**src/rtl/http_chunked_decoder_unit_assert.svh**
```systemverilog
// Assertion macros shared by the chunked decoder.
// Both macros sample on the rising edge of clk and are disabled while rst is high.
`ifndef HTTP_CHUNKED_DECODER_UNIT_ASSERT_SVH
`define HTTP_CHUNKED_DECODER_UNIT_ASSERT_SVH

// The consequent holds in the same cycle as the antecedent.
`define HCD_ASSERT_SAME(label, ante, cons, msg) \
  label: assert property (@(posedge clk) disable iff (rst) (ante) |-> (cons)) \
    else $error(msg);

// The consequent holds in the cycle after the antecedent.
`define HCD_ASSERT_NEXT(label, ante, cons, msg) \
  label: assert property (@(posedge clk) disable iff (rst) (ante) |=> (cons)) \
    else $error(msg);

`endif

```
**src/rtl/hcd_pkg.sv**
```systemverilog
package hcd_pkg;

  localparam int MAX_SIZE_CHARS = 15;
  localparam int COUNT_BITS     = 32;
  localparam int CNT_W          = $clog2(MAX_SIZE_CHARS + 1);

  localparam logic [7:0] CH_CR = 8'h0D;
  localparam logic [7:0] CH_LF = 8'h0A;

  localparam logic [1:0] ST_FRAME   = 2'd0;
  localparam logic [1:0] ST_PAYLOAD = 2'd1;
  localparam logic [1:0] ST_DONE    = 2'd2;
  localparam logic [1:0] ST_ERR     = 2'd3;

  // One byte held in the input register.
  typedef struct packed {
    logic       valid;
    logic [7:0] data;
  } hcd_item_t;

  typedef struct packed {
    logic       ok;
    logic [3:0] value;
  } hcd_hex_t;

  // Decodes an ASCII hex digit of either case.
  function automatic hcd_hex_t hex_decode(input logic [7:0] c);
    hcd_hex_t   h;
    logic [7:0] t;
    h.ok    = 1'b0;
    h.value = 4'd0;
    t       = 8'd0;
    if (c >= 8'h30 && c <= 8'h39) begin
      t       = c - 8'h30;
      h.ok    = 1'b1;
      h.value = t[3:0];
    end else if (c >= 8'h61 && c <= 8'h66) begin
      t       = c - 8'h57;
      h.ok    = 1'b1;
      h.value = t[3:0];
    end else if (c >= 8'h41 && c <= 8'h46) begin
      t       = c - 8'h37;
      h.ok    = 1'b1;
      h.value = t[3:0];
    end
    return h;
  endfunction

endpackage

```
**src/rtl/hcd_in_stage.sv**
```systemverilog
module hcd_in_stage (
  input  logic              clk,
  input  logic              rst,
  input  logic              in_valid,
  output logic              in_stall,
  input  logic [7:0]        in_byte,
  input  logic              take,
  output hcd_pkg::hcd_item_t item
);
  import hcd_pkg::*;

  // The register can load a new byte when it is empty or its byte moves on.
  assign in_stall = item.valid && !take;

  always_ff @(posedge clk) begin
    if (rst) begin
      item.valid <= 1'b0;
    end else if (!in_stall) begin
      item.valid <= in_valid;
    end
    if (in_valid && !in_stall) begin
      item.data <= in_byte;
    end
  end

endmodule

```
**src/rtl/hcd_parser.sv**
```systemverilog
module hcd_parser (
  input  logic              clk,
  input  logic              rst,
  input  hcd_pkg::hcd_item_t item,
  output logic              take,
  output logic              out_valid,
  input  logic              out_stall,
  output logic [7:0]        out_byte,
  output logic [1:0]        status
);
  import hcd_pkg::*;

  typedef enum logic [3:0] {
    PH_SIZE,
    PH_SIZE_LF,
    PH_DATA,
    PH_DATA_CR,
    PH_DATA_LF,
    PH_TRAIL_CR,
    PH_TRAIL_LF,
    PH_DONE,
    PH_ERR
  } phase_t;

  phase_t                phase, phase_next;
  logic [COUNT_BITS-1:0] chunk_remaining, chunk_remaining_next;
  logic [CNT_W-1:0]      digit_count, digit_count_next;
  logic [1:0]            st;
  logic [7:0]            ob;
  hcd_hex_t              hex;
  logic                  fire;

  assign take = !out_valid || !out_stall;
  assign fire = item.valid && take;
  assign hex  = hex_decode(item.data);

  always_comb begin
    phase_next           = phase;
    chunk_remaining_next = chunk_remaining;
    digit_count_next     = digit_count;
    st                   = ST_FRAME;
    ob                   = 8'd0;
    unique case (phase)
      PH_SIZE: begin
        if (item.data == CH_CR) begin
          if (digit_count == '0) begin
            phase_next = PH_ERR;
            st         = ST_ERR;
          end else begin
            phase_next = PH_SIZE_LF;
          end
        end else if (!hex.ok || digit_count >= CNT_W'(MAX_SIZE_CHARS) ||
                     chunk_remaining[COUNT_BITS-1 -: 4] != 4'd0) begin
          // Not a digit, too many digits, or the size would overflow.
          phase_next = PH_ERR;
          st         = ST_ERR;
        end else begin
          chunk_remaining_next = {chunk_remaining[COUNT_BITS-5:0], hex.value};
          digit_count_next     = digit_count + CNT_W'(1);
        end
      end
      PH_SIZE_LF: begin
        if (item.data != CH_LF) begin
          phase_next = PH_ERR;
          st         = ST_ERR;
        end else begin
          digit_count_next = '0;
          phase_next = (chunk_remaining == '0) ? PH_TRAIL_CR : PH_DATA;
        end
      end
      PH_DATA: begin
        st                   = ST_PAYLOAD;
        ob                   = item.data;
        chunk_remaining_next = chunk_remaining - COUNT_BITS'(1);
        if (chunk_remaining == COUNT_BITS'(1)) begin
          phase_next = PH_DATA_CR;
        end
      end
      PH_DATA_CR: begin
        if (item.data != CH_CR) begin
          phase_next = PH_ERR;
          st         = ST_ERR;
        end else begin
          phase_next = PH_DATA_LF;
        end
      end
      PH_DATA_LF: begin
        if (item.data != CH_LF) begin
          phase_next = PH_ERR;
          st         = ST_ERR;
        end else begin
          phase_next = PH_SIZE;
        end
      end
      PH_TRAIL_CR: begin
        if (item.data != CH_CR) begin
          phase_next = PH_ERR;
          st         = ST_ERR;
        end else begin
          phase_next = PH_TRAIL_LF;
        end
      end
      PH_TRAIL_LF: begin
        if (item.data != CH_LF) begin
          phase_next = PH_ERR;
          st         = ST_ERR;
        end else begin
          phase_next = PH_DONE;
          st         = ST_DONE;
        end
      end
      default: begin
        // Anything after the body is finished, and every byte after a fault.
        phase_next = PH_ERR;
        st         = ST_ERR;
      end
    endcase
  end

  always_ff @(posedge clk) begin
    if (rst) begin
      phase           <= PH_SIZE;
      chunk_remaining <= '0;
      digit_count     <= '0;
      out_valid       <= 1'b0;
    end else if (fire) begin
      phase           <= phase_next;
      chunk_remaining <= chunk_remaining_next;
      digit_count     <= digit_count_next;
      out_valid       <= 1'b1;
    end else if (!out_stall) begin
      out_valid <= 1'b0;
    end
    if (fire) begin
      out_byte <= ob;
      status   <= st;
    end
  end

endmodule

```
**src/rtl/http_chunked_decoder_unit.sv**
```systemverilog
// Chunked HTTP/1.1 body decoder.
// Input channel: in_valid, in_stall, in_byte carry the body one byte per transfer.
// Output channel: out_valid, out_stall, out_byte, status give exactly one result
// per input byte: status 0 for a framing byte, 1 for a payload byte (in out_byte),
// 2 for the final LF of the body, 3 for an error. out_byte is zero unless status is 1.
// Each byte passes through an input register and then a result register, where its
// result is offered to the receiver. The parse step between the two registers is a
// single pass; one byte per cycle is sustained while the receiver does not stall.
// When the receiver stalls, the result register holds its value; the input register
// still takes one more byte, after which in_stall rises until the result is taken.
// Synchronous reset (rst) returns the parser to the start of a size line, clears the
// size and digit count, and empties both registers. Errors are sticky until reset:
// every byte after a fault, or after the body is finished, reports status 3.
module http_chunked_decoder_unit (
  input  logic       clk,
  input  logic       rst,
  input  logic       in_valid,
  output logic       in_stall,
  input  logic [7:0] in_byte,
  output logic       out_valid,
  input  logic       out_stall,
  output logic [7:0] out_byte,
  output logic [1:0] status
);
  import hcd_pkg::*;

  `include "http_chunked_decoder_unit_assert.svh"

  hcd_item_t item;
  logic      take;
  logic      out_xfer;
  logic      out_err;

  hcd_in_stage u_in_stage (
    .clk      (clk),
    .rst      (rst),
    .in_valid (in_valid),
    .in_stall (in_stall),
    .in_byte  (in_byte),
    .take     (take),
    .item     (item)
  );

  hcd_parser u_parser (
    .clk       (clk),
    .rst       (rst),
    .item      (item),
    .take      (take),
    .out_valid (out_valid),
    .out_stall (out_stall),
    .out_byte  (out_byte),
    .status    (status)
  );

  assign out_xfer = out_valid && !out_stall;
  assign out_err  = (status == ST_ERR);

  `HCD_ASSERT_SAME(a_stall_held, in_stall, item.valid && !take, "stall with no held byte")
  `HCD_ASSERT_SAME(a_byte_zero, out_valid && status != ST_PAYLOAD, out_byte == 8'd0, "stray byte")
  `HCD_ASSERT_NEXT(a_err_sticky, out_xfer && out_err, !out_valid || out_err, "not sticky")
  `HCD_ASSERT_NEXT(a_after_done, out_xfer && status == ST_DONE, !out_valid || out_err, "late byte")

endmodule
```
**config.mk**
```make
export PLATFORM = sky130hd
export DESIGN_NAME = http_chunked_decoder_unit
export DESIGN_NICKNAME = d
export VERILOG_FILES = /design/src/rtl/hcd_pkg.sv /design/src/rtl/hcd_in_stage.sv /design/src/rtl/hcd_parser.sv /design/src/rtl/http_chunked_decoder_unit.sv
export VERILOG_INCLUDE_DIRS = /design/src /design/src/rtl
export SDC_FILE = /design/constraint.sdc
export NUM_CORES = 1
export LEC_CHECK = 0
export BUFFER_PORTS_ARGS = -buffer_cell sky130_fd_sc_hd__buf_2
export CAP_MARGIN = 20
export CORE_ASPECT_RATIO = 0.9
export CORE_UTILIZATION = 47
export DETAILED_ROUTE_END_ITERATION = 8
export HOLD_SLACK_MARGIN = 0.15
export PLACE_DENSITY_LB_ADDON = 0.05
export SLEW_MARGIN = 20
export SYNTH_ARGS = -nofsm -noshare
export SYNTH_HDL_FRONTEND = slang
export SYNTH_SLANG_ARGS = --single-unit
```
**constraint.sdc**
```tcl
create_clock -name clk -period 5.9 [get_ports clk]
set_clock_uncertainty 0.15 [all_clocks]
set_input_delay 0.885 -clock clk [delete_from_list [all_inputs] [get_ports clk]]
set_output_delay 0.885 -clock clk [all_outputs]
set_load 0.005 [all_outputs]
```
# After elaboration in Yosys (flattened, before gate mapping)
# Index checks and enable logic that the tools add are counted.
# op_classes
n_addsub	5
magnitude_cmp	7
n_eq_ne	16
muxes	30
reduce_logical	25
# ops
op	count
2-to-1 mux 32 bit	2
one-hot mux 32 bit (2 select lines)	1
2-to-1 mux 4 bit	12
== test 32 x 1 -> 1 bit, second input constant	1
zero test 32 bit	1
subtractor 32 x 1 -> 32 bit, second input constant	1
one-hot mux 4 bit (7 select lines)	1
>= comparator 8 x 7 -> 1 bit, second input constant	2
<= comparator 8 x 7 -> 1 bit, second input constant	2
!= test 8 x 4 -> 1 bit, second input constant	2
2-to-1 mux 5 bit	3
== test 4 x 3 -> 1 bit, second input constant	3
2-to-1 mux 2 bit	5
one-hot mux 2 bit (5 select lines)	1
== test 4 x 2 -> 1 bit, second input constant	2
== test 8 x 4 -> 1 bit, second input constant	1
>= comparator 8 x 6 -> 1 bit, second input constant	1
<= comparator 8 x 6 -> 1 bit, second input constant	1
zero test 4 bit	2
one-hot mux 4 bit (2 select lines)	1
subtractor 4 x 3 -> 4 bit, second input constant	2
logical AND 1 bit	6
!= test 2 bit, second input constant	3
zero test 1 bit	5
15 further kinds	22
# word_totals
regBits	60
input_bits	12
word_cells	91

# Depth between registers and ports, before layout
# Gate-level depths: netlist of the first run.
# depth
depth_word	11
mapped_depth	8
mapped_depth_nobuf	7

# By module
# Synthesis of the first run repeated with hierarchy kept, for this count alone.
# hier_totals
hier_cells	450
hier_area_um2	3752.3
# by_module_without_submodules
mod	n_inst	cells_per_inst	area_per_inst_um2
hcd_parser	1	438	3462.1
hcd_in_stage	1	12	290.3

# Worst setup path after synthesis of the first run
# Ideal clock, no wire load.
# synth_path
kind	register to register
start	register, netlist name u_in_stage.item[1]
end	register u_parser.status[0] (data pin)
arrival_ps	2015
required_ps	5475
path_slack_ps	3460
path_stages_with_launch	9
path_cell_list	edfxtp_1 inv_1 ha_1 o21bai_1 a2111oi_4 o21ai_1 clkbuf_1 a21oi_1 nand3_1
# synth_via
elab_chain_len	11
word_cells_on_any_way	24
# synth_lines
item	line	source
>= comparator 8 x 7 -> 1 bit or <= comparator 8 x 7 -> 1 bit (tied branches)	hcd_pkg.sv:41	end else if (c >= 8'h41 && c <= 8'h46) begin
logical AND 1 bit	hcd_pkg.sv:41	
2-to-1 mux 5 bit	hcd_pkg.sv:41	
2-to-1 mux 5 bit	hcd_pkg.sv:37	end else if (c >= 8'h61 && c <= 8'h66) begin
2-to-1 mux 5 bit	hcd_pkg.sv:33	if (c >= 8'h30 && c <= 8'h39) begin
zero test 1 bit	hcd_parser.sv:52	end else if (!hex.ok || digit_count >= CNT_W'(MAX_SIZE_CHARS) ||
logical OR 1 bit (2 in a row)	hcd_parser.sv:52	
2-to-1 mux 2 bit	hcd_parser.sv:52	
2-to-1 mux 2 bit	hcd_parser.sv:45	if (item.data == CH_CR) begin
one-hot mux 2 bit (5 select lines) *	hcd_parser.sv:43	unique case (phase)
via u_parser.st[0]	hcd_parser.sv:28	logic [1:0] st;
end signal, assigned	hcd_parser.sv:136	status <= st;
end, declared	hcd_parser.sv:9	output logic [1:0] status
# The timed path passes the listed nets; every way through them passes the cells marked *.
# A chain may end at the register's enable or synchronous reset.

# Worst setup path after layout of the first run
# layout_path
start	register, netlist name u_in_stage.item[7]
end	register u_parser.chunk_remaining[26]
# layout_via
elab_chain_len	10
word_cells_on_any_way	19
# layout_lines
item	line	source
>= comparator 8 x 7 -> 1 bit or <= comparator 8 x 7 -> 1 bit (tied branches)	hcd_pkg.sv:41	
logical AND 1 bit	hcd_pkg.sv:41	
2-to-1 mux 5 bit	hcd_pkg.sv:41	
2-to-1 mux 5 bit	hcd_pkg.sv:37	
2-to-1 mux 5 bit	hcd_pkg.sv:33	
zero test 1 bit	hcd_parser.sv:52	
logical OR 1 bit (2 in a row)	hcd_parser.sv:52	
!= test 2 bit (no line)	-	
AND reduction 4 bit (no line) *	-	
end signal, assigned	hcd_parser.sv:128	chunk_remaining <= chunk_remaining_next;
end, declared	hcd_parser.sv:26	logic [COUNT_BITS-1:0] chunk_remaining, chunk_remaining_next;
# Mark *: on every way between the ends. The rest lies on a longest branch, timed or not.

==> metrics, run 1 <==
H-tree lvl count=3; syn_nets=486; clk root buf=clkbuf_8; die width=98.8 um; WL final=11000 um; Switching Share=0.335; DRC viols=0; multi-input logic area=2350 um^2; Routed Antenna Nets=0; # Max-Cap Violations=0; area leader, netlist=dfxtp_1; asr flop ratio synth=0; R2R Path Start=u_in_stage.item[7]; NetSw=336 uW; hold_buf cts=0; Via Count=3800; DIE AREA=8810 um^2; top cells by area, synth=dfxtp_1 (21%), edfxtp_1 (14%), o32ai_1 (6.4%), a221oi_1 (4.2%), nand2_1 (4.2%); detailed placement HPWL=6750 um; cells after synthesis=465; PnR Total Power=1.00 mW; Resize count post-CTS=0; r2r setup slk=2.64 ns; Peak Freq=306 MHz; Logic pwr share=0.225; Setup crit end kind=register; clk slew on worst S/H paths=0.07 ns; status=completed; worst skew pair latency=0.34 ns; P_int=666 uW; total CTS buffers=9; Worst Path Max Fanout=33; Post-synth top flop=dfxtp_1; Iter 0 DRT Violations=301; GP Congestion=0.781; Pleak=1.49 nW; Clk pwr share=0.319; # port buffers=23; Crit. Startpoint=u_in_stage.item[7]; total congestion overflow=0; Syn. warnings=0; post-route setup slack=2.64 ns; min-delay worst type=reg -> reg; DR pass1 iterations=5; worst-margin pin slew=0.985 ns; Total GRT Usage=0.259; Final Critical Period=3.26 ns; sequential share of the synthesized area=0.348; Ports=24; Post-synth EDFFs=18; Worst EP required=5.92 ns; post-CTS setup buffer count=0; synth cell count leaders=nand2_1 (44), dfxtp_1 (42), nor2_1 (38); n_diodes=0; crit path launch type=register; syn_area_per_cell=8.53 um^2; RSZ-0062 raised after global routing=no; slew margin rel.=0.335; Via density=6.71; CTS max path bufs=2; Chip Height=89.1 um; CTS tree=built; number of global-route vias before repair=3363; FF-to-FF End=u_parser.chunk_remaining[26]; Area growth, synth to finish=6.97%; Row Count=31; period utilization=0.553; most frequent cell after synthesis=nand2_1; Reg area=1380 um^2; Fin. Hold Viols=0; post-synth top area share=0.212; setup tns final=0 ns; largest net degree at the start of global routing=56; distinct cell type count after synthesis=67; fillcell total=778; starting density of the core=0.489; worst vdd ir=0.120 mV; DR WL/cell=19.4 um; Core Region=8110 um^2; Clock Sinks=60; first-pass GRT wire length=17800 um; layout cells sized above 1=0.148; crit path to=u_parser.chunk_remaining[26]; Placement Setup Slack=2.35 ns; Post-Syn Area=3970 um^2; R2R depth=6; final net count=483; Slew Limit Fails=0; #FFs+latches synth=60; Arr. time, crit path=3.29 ns; Setup-failing EPs final=0; PD cells=236 nW/um^2; hold_ws=0.339 ns; initial antenna violation count=0; Crit Path Category=reg -> reg; sequential power share=0.456
## power groups by stage
stage                     Clock [mW]  Sequential (mW)  Combinational (mW)
final                          0.320            0.457               0.226
after global routing           0.343            0.459               0.247
after CTS                      0.330            0.457               0.220
after detailed placement           0            0.466               0.220
after global placement             0            0.465               0.219
after floorplan                    0            0.458               0.174
## per-stage QoR
| step | instances | cell area, um^2 | util |
|---|---|---|---|
| after floorplan | 465 | 3970 | - |
| after global placement | 549 | 4070 | 0.502 |
| after detailed placement | 549 | 4070 | 0.502 |
| after CTS | 565 | 4230 | 0.522 |
| after global routing | 566 | 4240 | 0.523 |
| final | 566 | 4240 | 0.523 |
## layer usage
layer  share of wire  GRT usage  vias up
met2            0.42      0.371      159
met1            0.49      0.393     1812
li1                -          -     1818
met5               0          0        -
met4          0.0075     0.0583        0
met3           0.076     0.0579       11
## cells in the final DEF, fill, tap and decap left out, drive strengths merged, types with 9 or more instances in the layout
cell / n
inv: 14
buf: 30
a211oi: 18
a221oi: 19
nor4: 19
nor2: 39
nand3: 17
clkbuf: 10
and3: 10
dfxtp: 42
ha: 9
o32ai: 29
edfxtp: 18
nand2: 45
a21oi: 22
## critical path: stages (launching register included)
cell	delay [ns]
edfxtp_1	0.47
or4b_2	0.73
o31ai_1	0.38
a21o_1	0.17
buf_4	0.34
a21o_2	0.62
o32ai_1	0.22
## sequential cells by signal, summed over array words and instances, names as in the netlist
| register | cells |
|---|---|
| u_parser.status | 2 |
| u_parser.out_valid | 1 |
| u_parser.out_byte | 8 |
| u_in_stage.item | 9 |
| u_parser.digit_count | 4 |
| u_parser.chunk_remaining | 32 |
| u_parser.phase | 4 |
## cells by family after synthesis
family,share of synthesized area
simple gates,0.263
compound gates,0.288
flops,0.348
buf+inv,0.0625
fa+ha+maj,0.0284
mux,0.00757
xor+xnor,0.00221
## worst min-delay path by stage
stage / from / to / cells after the start
floorplan: u_parser.chunk_remaining[17] / u_parser.chunk_remaining[17] / 2
global placement: u_parser.chunk_remaining[16] / u_parser.chunk_remaining[16] / 2
detailed placement: u_parser.chunk_remaining[16] / u_parser.chunk_remaining[16] / 2
CTS: u_parser.chunk_remaining[16] / u_parser.chunk_remaining[16] / 2
global route: u_parser.chunk_remaining[16] / u_parser.chunk_remaining[16] / 2
finish: u_parser.chunk_remaining[16] / u_parser.chunk_remaining[16] / 2
## layout make-up
cell class	count	share of cell area
sequential	60	0.326
tap	99	0.0292
multi-input combinational	346	0.554
inverter	15	0.0133
timing repair buffer	30	0.0404
clock buffer	10	0.0301
clock inverter	6	0.00737
Note: power is estimated with default switching activity, not from simulation.
==> run 2: changes to the inputs <==
==> constraint.sdc (replaced) <==
create_clock -name clk -period 2.9 [get_ports clk]
set_clock_uncertainty 0.15 [all_clocks]
set_input_delay 0.435 -clock clk [delete_from_list [all_inputs] [get_ports clk]]
set_output_delay 0.435 -clock clk [all_outputs]
set_load 0.005 [all_outputs]
==> run 2 against run 1 <==
Hold slack lost 0.17 ns. First-iteration DRC count shrank 6.3%. Wire length grew 3.7%. Setup slack lost 2.4 ns. Die area is the same. Sequential power grew 100%. Sequential share of layout area shrank 2.4 points. Core utilization grew 4.2 points. Critical path depth grew 2. Power grew 140%. Cell count grew 5.5%. Fmax grew 22%. Critical endpoint is now u_parser.chunk_remaining[5]. Largest power group unchanged. Highest routed layer unchanged.
==> metrics, run 2 (same netlist as run 1, synthesis figures left out) <==
status=completed (unchanged); Logic pwr share=0.219 (was 0.225); Final Critical Period=2.67 ns (was 3.26 ns); Via Count=3914 (was 3800); FF-to-FF End=u_parser.chunk_remaining[5] (was u_parser.chunk_remaining[26]); WL final=11400 um (was 11000 um); # port buffers=23 (unchanged); # Max-Cap Violations=0 (unchanged); crit path launch type=register (unchanged); R2R Path Start=u_in_stage.item[1] (was u_in_stage.item[7]); Setup-failing EPs final=0 (unchanged); period utilization=0.922 (was 0.553); hold path depth=3 (was 2); number of global-route vias before repair=3447 (was 3363); commonest non-fill, non-tap cell in the layout=nand2_1 (unchanged); worst-margin pin slew=0.876 ns (was 0.985 ns); Core Region=8110 um^2 (unchanged); DRC viols=0 (unchanged); GP Congestion=0.885 (was 0.781); NetSw=705 uW (was 336 uW); starting density of the core=0.489 (unchanged); Total GRT Usage=0.263 (was 0.259); min-delay worst type=in -> reg (was reg -> reg); initial antenna violation count=0 (unchanged); largest net degree at the start of global routing=44 (was 56); DR pass1 iterations=5 (unchanged); P_int=1.66 mW (was 666 uW); post-route cell area=4590 um^2 (was 4240 um^2); CTS tree=built (unchanged); worst skew pair latency=0.35 ns (was 0.34 ns); PD cells=516 nW/um^2 (was 236 nW/um^2); placed cell area=4270 um^2 (was 4070 um^2); clk root buf=clkbuf_8 (unchanged); Iter 0 DRT Violations=282 (was 301); CTS max path bufs=2 (unchanged); Crit Path Category=reg -> reg (unchanged); Resize count post-CTS=0 (unchanged); most frequent cells in the layout=nand2_1 (44), dfxtp_1 (42), nor2_1 (37) (unchanged); Via density=6.56 (was 6.71); Slew Limit Fails=0 (unchanged); Routed Antenna Nets=0 (unchanged); sequential power share=0.391 (was 0.456); layout cells sized above 1=0.181 (was 0.148); die width=98.8 um (unchanged); post-route setup slack=0.226 ns (was 2.64 ns); hold_ws=0.171 ns (was 0.339 ns); R2R depth=8 (was 6); DIE AREA=8810 um^2 (unchanged); Pleak=1.67 nW (was 1.49 nW); clk slew on worst S/H paths=0.07 ns (about the same); Worst Hold Path EP=u_in_stage.item[8] (was u_parser.chunk_remaining[16]); Row Count=31 (unchanged); RSZ-0062 raised after global routing=no (unchanged); setup tns final=0 ns (unchanged); Most flops, register=u_parser.chunk_remaining (unchanged); min-delay src=in_valid (was u_parser.chunk_remaining[16]); Peak Freq=374 MHz (was 306 MHz); slew margin rel.=0.409 (was 0.335); Switching Share=0.298 (was 0.335); Arr. time, crit path=2.75 ns (was 3.29 ns); final net count=514 (was 483); n_diodes=0 (unchanged); Placement Setup Slack=0.205 ns (was 2.35 ns); Clk pwr share=0.390 (was 0.319); fillcell total=730 (was 778); total CTS buffers=9 (unchanged); Clock Sinks=60 (unchanged); Worst EP required=2.98 ns (was 5.92 ns); Area growth, synth to finish=15.7% (was 6.97%); Fin. Hold Viols=0 (unchanged); Worst Path Max Fanout=31 (was 33); max reg flops=32 (unchanged); worst vdd ir=0.277 mV (was 0.120 mV); total congestion overflow=0 (unchanged); Chip Height=89.1 um (unchanged); H-tree lvl count=3 (unchanged); first-pass GRT wire length=18300 um (was 17800 um); Largest regs=u_parser.chunk_remaining: 32 flops, u_in_stage.item: 9 flops, u_parser.out_byte: 8 flops (unchanged); DR WL/cell=19.0 um (was 19.4 um); r2r setup slk=0.23 ns (was 2.64 ns); Setup crit end kind=register (unchanged); Ports=24 (unchanged); detailed placement HPWL=7370 um (was 6750 um)
-- run 2: changes by cell type in the layout (fill, tap and decap cells not counted), sizes merged --
| cell | before | now |
|---|---|---|
| buf | 30 | 53 |
| bufinv | 0 | 3 |
| clkinv | 6 | 4 |
| clkinvlp | 1 | 0 |
| dlygate4sd3 | 0 | 8 |
-- run 2: what timing repair did --
action | 4_1_cts | 5_1_grt
endpoints found under the setup margin | 0 | 8
endpoints found under the hold margin | 8 | 0
hold buffers | 8 | 0
buffers inserted | 0 | 1
-- run 2: layout make-up --
type / count / area [um^2] / share of cell area
Multi-Input combinational cell: 346 / 2350 / 0.512
Sequential cell: 60 / 1380 / 0.301
Timing Repair Buffer: 61 / 445 / 0.0971
Clock buffer: 10 / 128 / 0.0278
Tap cell: 99 / 124 / 0.0270
Clock inverter: 6 / 103 / 0.0224
Inverter: 15 / 56.3 / 0.0123
-- run 2: worst max path at each step --
| stage | startpoint | end | slack (ns) | depth (start not counted) |
|---|---|---|---|---|
| after global routing | u_in_stage.item[1] | u_parser.chunk_remaining[3] | 0.04 | 8 |
| after floorplan | u_in_stage.item[1] | u_parser.status[0] | 0.46 | 8 |
| after global placement | u_in_stage.item[1] | u_parser.chunk_remaining[5] | 0.30 | 8 |
| final | u_in_stage.item[1] | u_parser.chunk_remaining[5] | 0.23 | 8 |
| after CTS | u_in_stage.item[1] | u_parser.digit_count[1] | 0.18 | 7 |
| after detailed placement | u_in_stage.item[1] | u_parser.digit_count[1] | 0.20 | 7 |
-- run 2: power by group through the flow --
stage               combinational [mW]  clock, mW  sequential [mW]
finish                           0.518      0.921            0.925
global route                     0.563      0.964            0.929
CTS                              0.511      0.935            0.923
detailed placement               0.499          0            0.943
global placement                 0.498          0            0.942
floorplan                        0.354          0            0.932
-- run 2: critical path, cell delays in order (launching register included) --
cell	delay [ns]
edfxtp_1	0.48
inv_1	0.15
ha_1	0.22
o21bai_1	0.15
a2111oi_4	0.47
o21ai_2	0.15
a21o_1	0.23
buf_12	0.17
o32ai_1	0.37
-- run 2: per-stage QoR --
stage               utilization  power [mW]  std cells
finish                    0.566        2.36        597
floorplan                     -        1.29        465
CTS                       0.565        2.37        596
global route              0.566        2.46        597
detailed placement        0.526        1.44        572
global placement          0.526        1.44        572
-- run 2: layer usage --
metal | global-route usage | vias up | routed length (um)
li1 | - | 1883 | -
met1 | 0.400 | 1870 | 5710
met2 | 0.385 | 152 | 4870
met3 | 0.0477 | 9 | 715
met4 | 0.0516 | 0 | 82
met5 | 0 | - | 0
==> run 3: changes to the inputs <==
--- a/config.mk
+++ b/config.mk
@@ -8,8 +8,10 @@
 export LEC_CHECK = 0
 export BUFFER_PORTS_ARGS = -buffer_cell sky130_fd_sc_hd__buf_2
 export CAP_MARGIN = 20
+export CELL_PAD_IN_SITES_DETAIL_PLACEMENT = 0
+export CELL_PAD_IN_SITES_GLOBAL_PLACEMENT = 1
 export CORE_ASPECT_RATIO = 0.9
-export CORE_UTILIZATION = 47
+export CORE_UTILIZATION = 42
 export DETAILED_ROUTE_END_ITERATION = 8
 export HOLD_SLACK_MARGIN = 0.15
 export PLACE_DENSITY_LB_ADDON = 0.05
==> run 3 against run 2 <==
Setup slack worse by 0.027 ns. Critical path depth is 1 lower. Die area is 12% higher. Critical path type unchanged.
==> metrics, run 3 (same netlist as run 1, synthesis figures left out) <==
status=completed (unchanged); PD cells=514 nW/um^2 (was 516 nW/um^2); final non-filler cell total=618 (was 597); CP max stage cell=a2111oi_4 (was edfxtp_1); Clock Sinks=60 (unchanged); Chip Height=94.2 um (was 89.1 um); post-route cell area=4620 um^2 (was 4590 um^2); WP buf/inv=1 (was 2); Worst EP required=2.99 ns (was 2.98 ns); clk slew on worst S/H paths=0.07 ns (about the same); # port buffers=23 (unchanged); Via density=6.24 (was 6.56); DR pass1 iterations=5 (unchanged); Worst path top cell family by delay=compound AO/OA/AOI/OAI gates (unchanged); most frequent cells in the layout=nand2_1 (44), dfxtp_1 (42), nor2_1 (37) (unchanged); max reg flops=32 (unchanged); Largest regs=u_parser.chunk_remaining: 32 flops, u_in_stage.item: 9 flops, u_parser.out_byte: 8 flops (unchanged); final net count=512 (was 514); Ports=24 (unchanged); DIE AREA=9830 um^2 (was 8810 um^2); initial antenna violation count=0 (unchanged); Iter 0 DRT Violations=253 (was 282); fillcell total=895 (was 730); r2r setup slk=0.20 ns (was 0.23 ns); total congestion overflow=0 (unchanged); GP Congestion=0.836 (was 0.885); # Max-Cap Violations=0 (unchanged); Most flops, register=u_parser.chunk_remaining (unchanged); min-delay worst type=in -> reg (unchanged); R2R Path Start=u_in_stage.item[1] (unchanged); starting density of the core=0.435 (was 0.489); H-tree lvl count=3 (unchanged); RSZ-0062 raised after global routing=no (unchanged); Final Critical Period=2.70 ns (was 2.67 ns); Cells after DPL=593 (was 572); setup tns final=0 ns (unchanged); DRC viols=0 (unchanged); Row Count=33 (was 31); Via Count=3858 (was 3914); R2R depth=7 (was 8); Crit Path Category=reg -> reg (unchanged); n_diodes=0 (unchanged); Peak Freq=370 MHz (was 374 MHz); crit path launch type=register (unchanged); Area growth, synth to finish=16.6% (was 15.7%); Resize count post-CTS=0 (unchanged); worst vdd ir=0.296 mV (was 0.277 mV); Routed Antenna Nets=0 (unchanged); hold path depth=3 (unchanged); placed cell area=4290 um^2 (was 4270 um^2); Worst Hold Path EP=u_parser.out_valid (was u_in_stage.item[8]); critical-path cell list=inv_1 -> ha_1 -> o21bai_1 -> a2111oi_4 -> o211ai_1 -> a211o_1 -> a31o_2 (was inv_1 -> ha_1 -> o21bai_1 -> a2111oi_4 -> o21ai_2 -> a21o_1 -> buf_12 -> o32ai_1); commonest non-fill, non-tap cell in the layout=nand2_1 (unchanged); Total GRT Usage=0.246 (was 0.263); number of global-route vias before repair=3537 (was 3447); Setup crit end kind=register (unchanged); die width=104 um (was 98.8 um); largest net degree at the start of global routing=44 (unchanged); worst skew pair latency=0.35 ns (about the same); slowest stage delay, CP=0.54 ns (was 0.48 ns); Core Region=9130 um^2 (was 8110 um^2); Worst Path Max Fanout=7 (was 31); Setup-failing EPs final=0 (unchanged); worst-margin pin slew=1.00 ns (was 0.876 ns); CTS max path bufs=2 (unchanged); FF-to-FF End=u_parser.digit_count[2] (was u_parser.chunk_remaining[5]); min-delay src=out_stall (was in_valid); total CTS buffers=9 (unchanged); DR WL/cell=18.7 um (was 19.0 um); slew margin rel.=0.324 (was 0.409); Fin. Hold Viols=0 (unchanged); period utilization=0.932 (was 0.922); Arr. time, crit path=2.79 ns (was 2.75 ns); WL final=11500 um (was 11400 um); clk root buf=clkbuf_8 (unchanged); detailed placement HPWL=7470 um (was 7370 um); first-pass GRT wire length=19100 um (was 18300 um); layout cells sized above 1=0.179 (was 0.181); CTS tree=built (unchanged); Slew Limit Fails=0 (unchanged); Pleak=1.67 nW (about the same)
==> run 3: cell types whose count changed in the layout (fill, tap and decap cells not counted), sizes merged <==
cell / before / now
clkinvlp: 0 / 1
buf: 53 / 50
clkbuf: 10 / 9
dlygate4sd3: 8 / 9
==> run 3: stage by stage <==
step	utilization	worst slack, ns	hold slack [ns]	power [mW]
finish	0.507	0.198	0.200	2.38
global route	0.507	0.00483	0.232	2.48
CTS	0.507	0.214	0.194	2.39
detailed placement	0.471	0.235	0.320	1.45
global placement	0.471	0.204	0.310	1.45
floorplan	-	0.460	0.297	1.29
==> run 3: how the worst max path moves through the flow <==
stage                                              end  depth (start not counted)          startpoint
after floorplan                     u_parser.status[0]                          8  u_in_stage.item[1]
after global placement              u_parser.status[0]                          5  u_in_stage.item[4]
after detailed placement  u_parser.chunk_remaining[31]                          8  u_in_stage.item[1]
after CTS                 u_parser.chunk_remaining[31]                          8  u_in_stage.item[1]
after global routing      u_parser.chunk_remaining[23]                          8  u_in_stage.item[1]
final                          u_parser.digit_count[2]                          7  u_in_stage.item[1]
==> run 3: layout make-up <==
type / count / area, um^2 / area share
clock buffers: 9 / 124 / 0.0268
clock inverters: 7 / 115 / 0.0249
inverters: 15 / 56.3 / 0.0122
multi-input cells: 346 / 2350 / 0.508
flip-flops and latches: 60 / 1380 / 0.299
well taps: 122 / 153 / 0.0330
repair buffers: 59 / 445 / 0.0963
==> run 3: per-layer routing <==
layer	vias to the layer above	wire length, um	global-route usage
met2	116	5040	0.365
met3	6	575	0.0458
met5	-	0	0
li1	1882	-	-
met1	1854	5850	0.362
met4	0	78	0.0583
==> run 3: where the power goes <==
group          internal [mW]  leakage [nW]  switching, mW  total, mW
combinational          0.200          1.04          0.324      0.524
sequential             0.894         0.510         0.0238      0.918
clock                  0.568         0.117          0.365      0.933
==> run 3: worst register-to-register path: stages (launching register included) <==
cell       delay, ns
edfxtp_1        0.45
inv_1           0.13
ha_1            0.21
o21bai_1        0.15
a2111oi_4       0.54
o211ai_1        0.37
a211o_1         0.35
a31o_2          0.24
==> run 3: timing repair <==
item                                   CTS  global route
hold buffers                             9             0
buffers inserted                         0             0
endpoints found under the hold margin    9             0
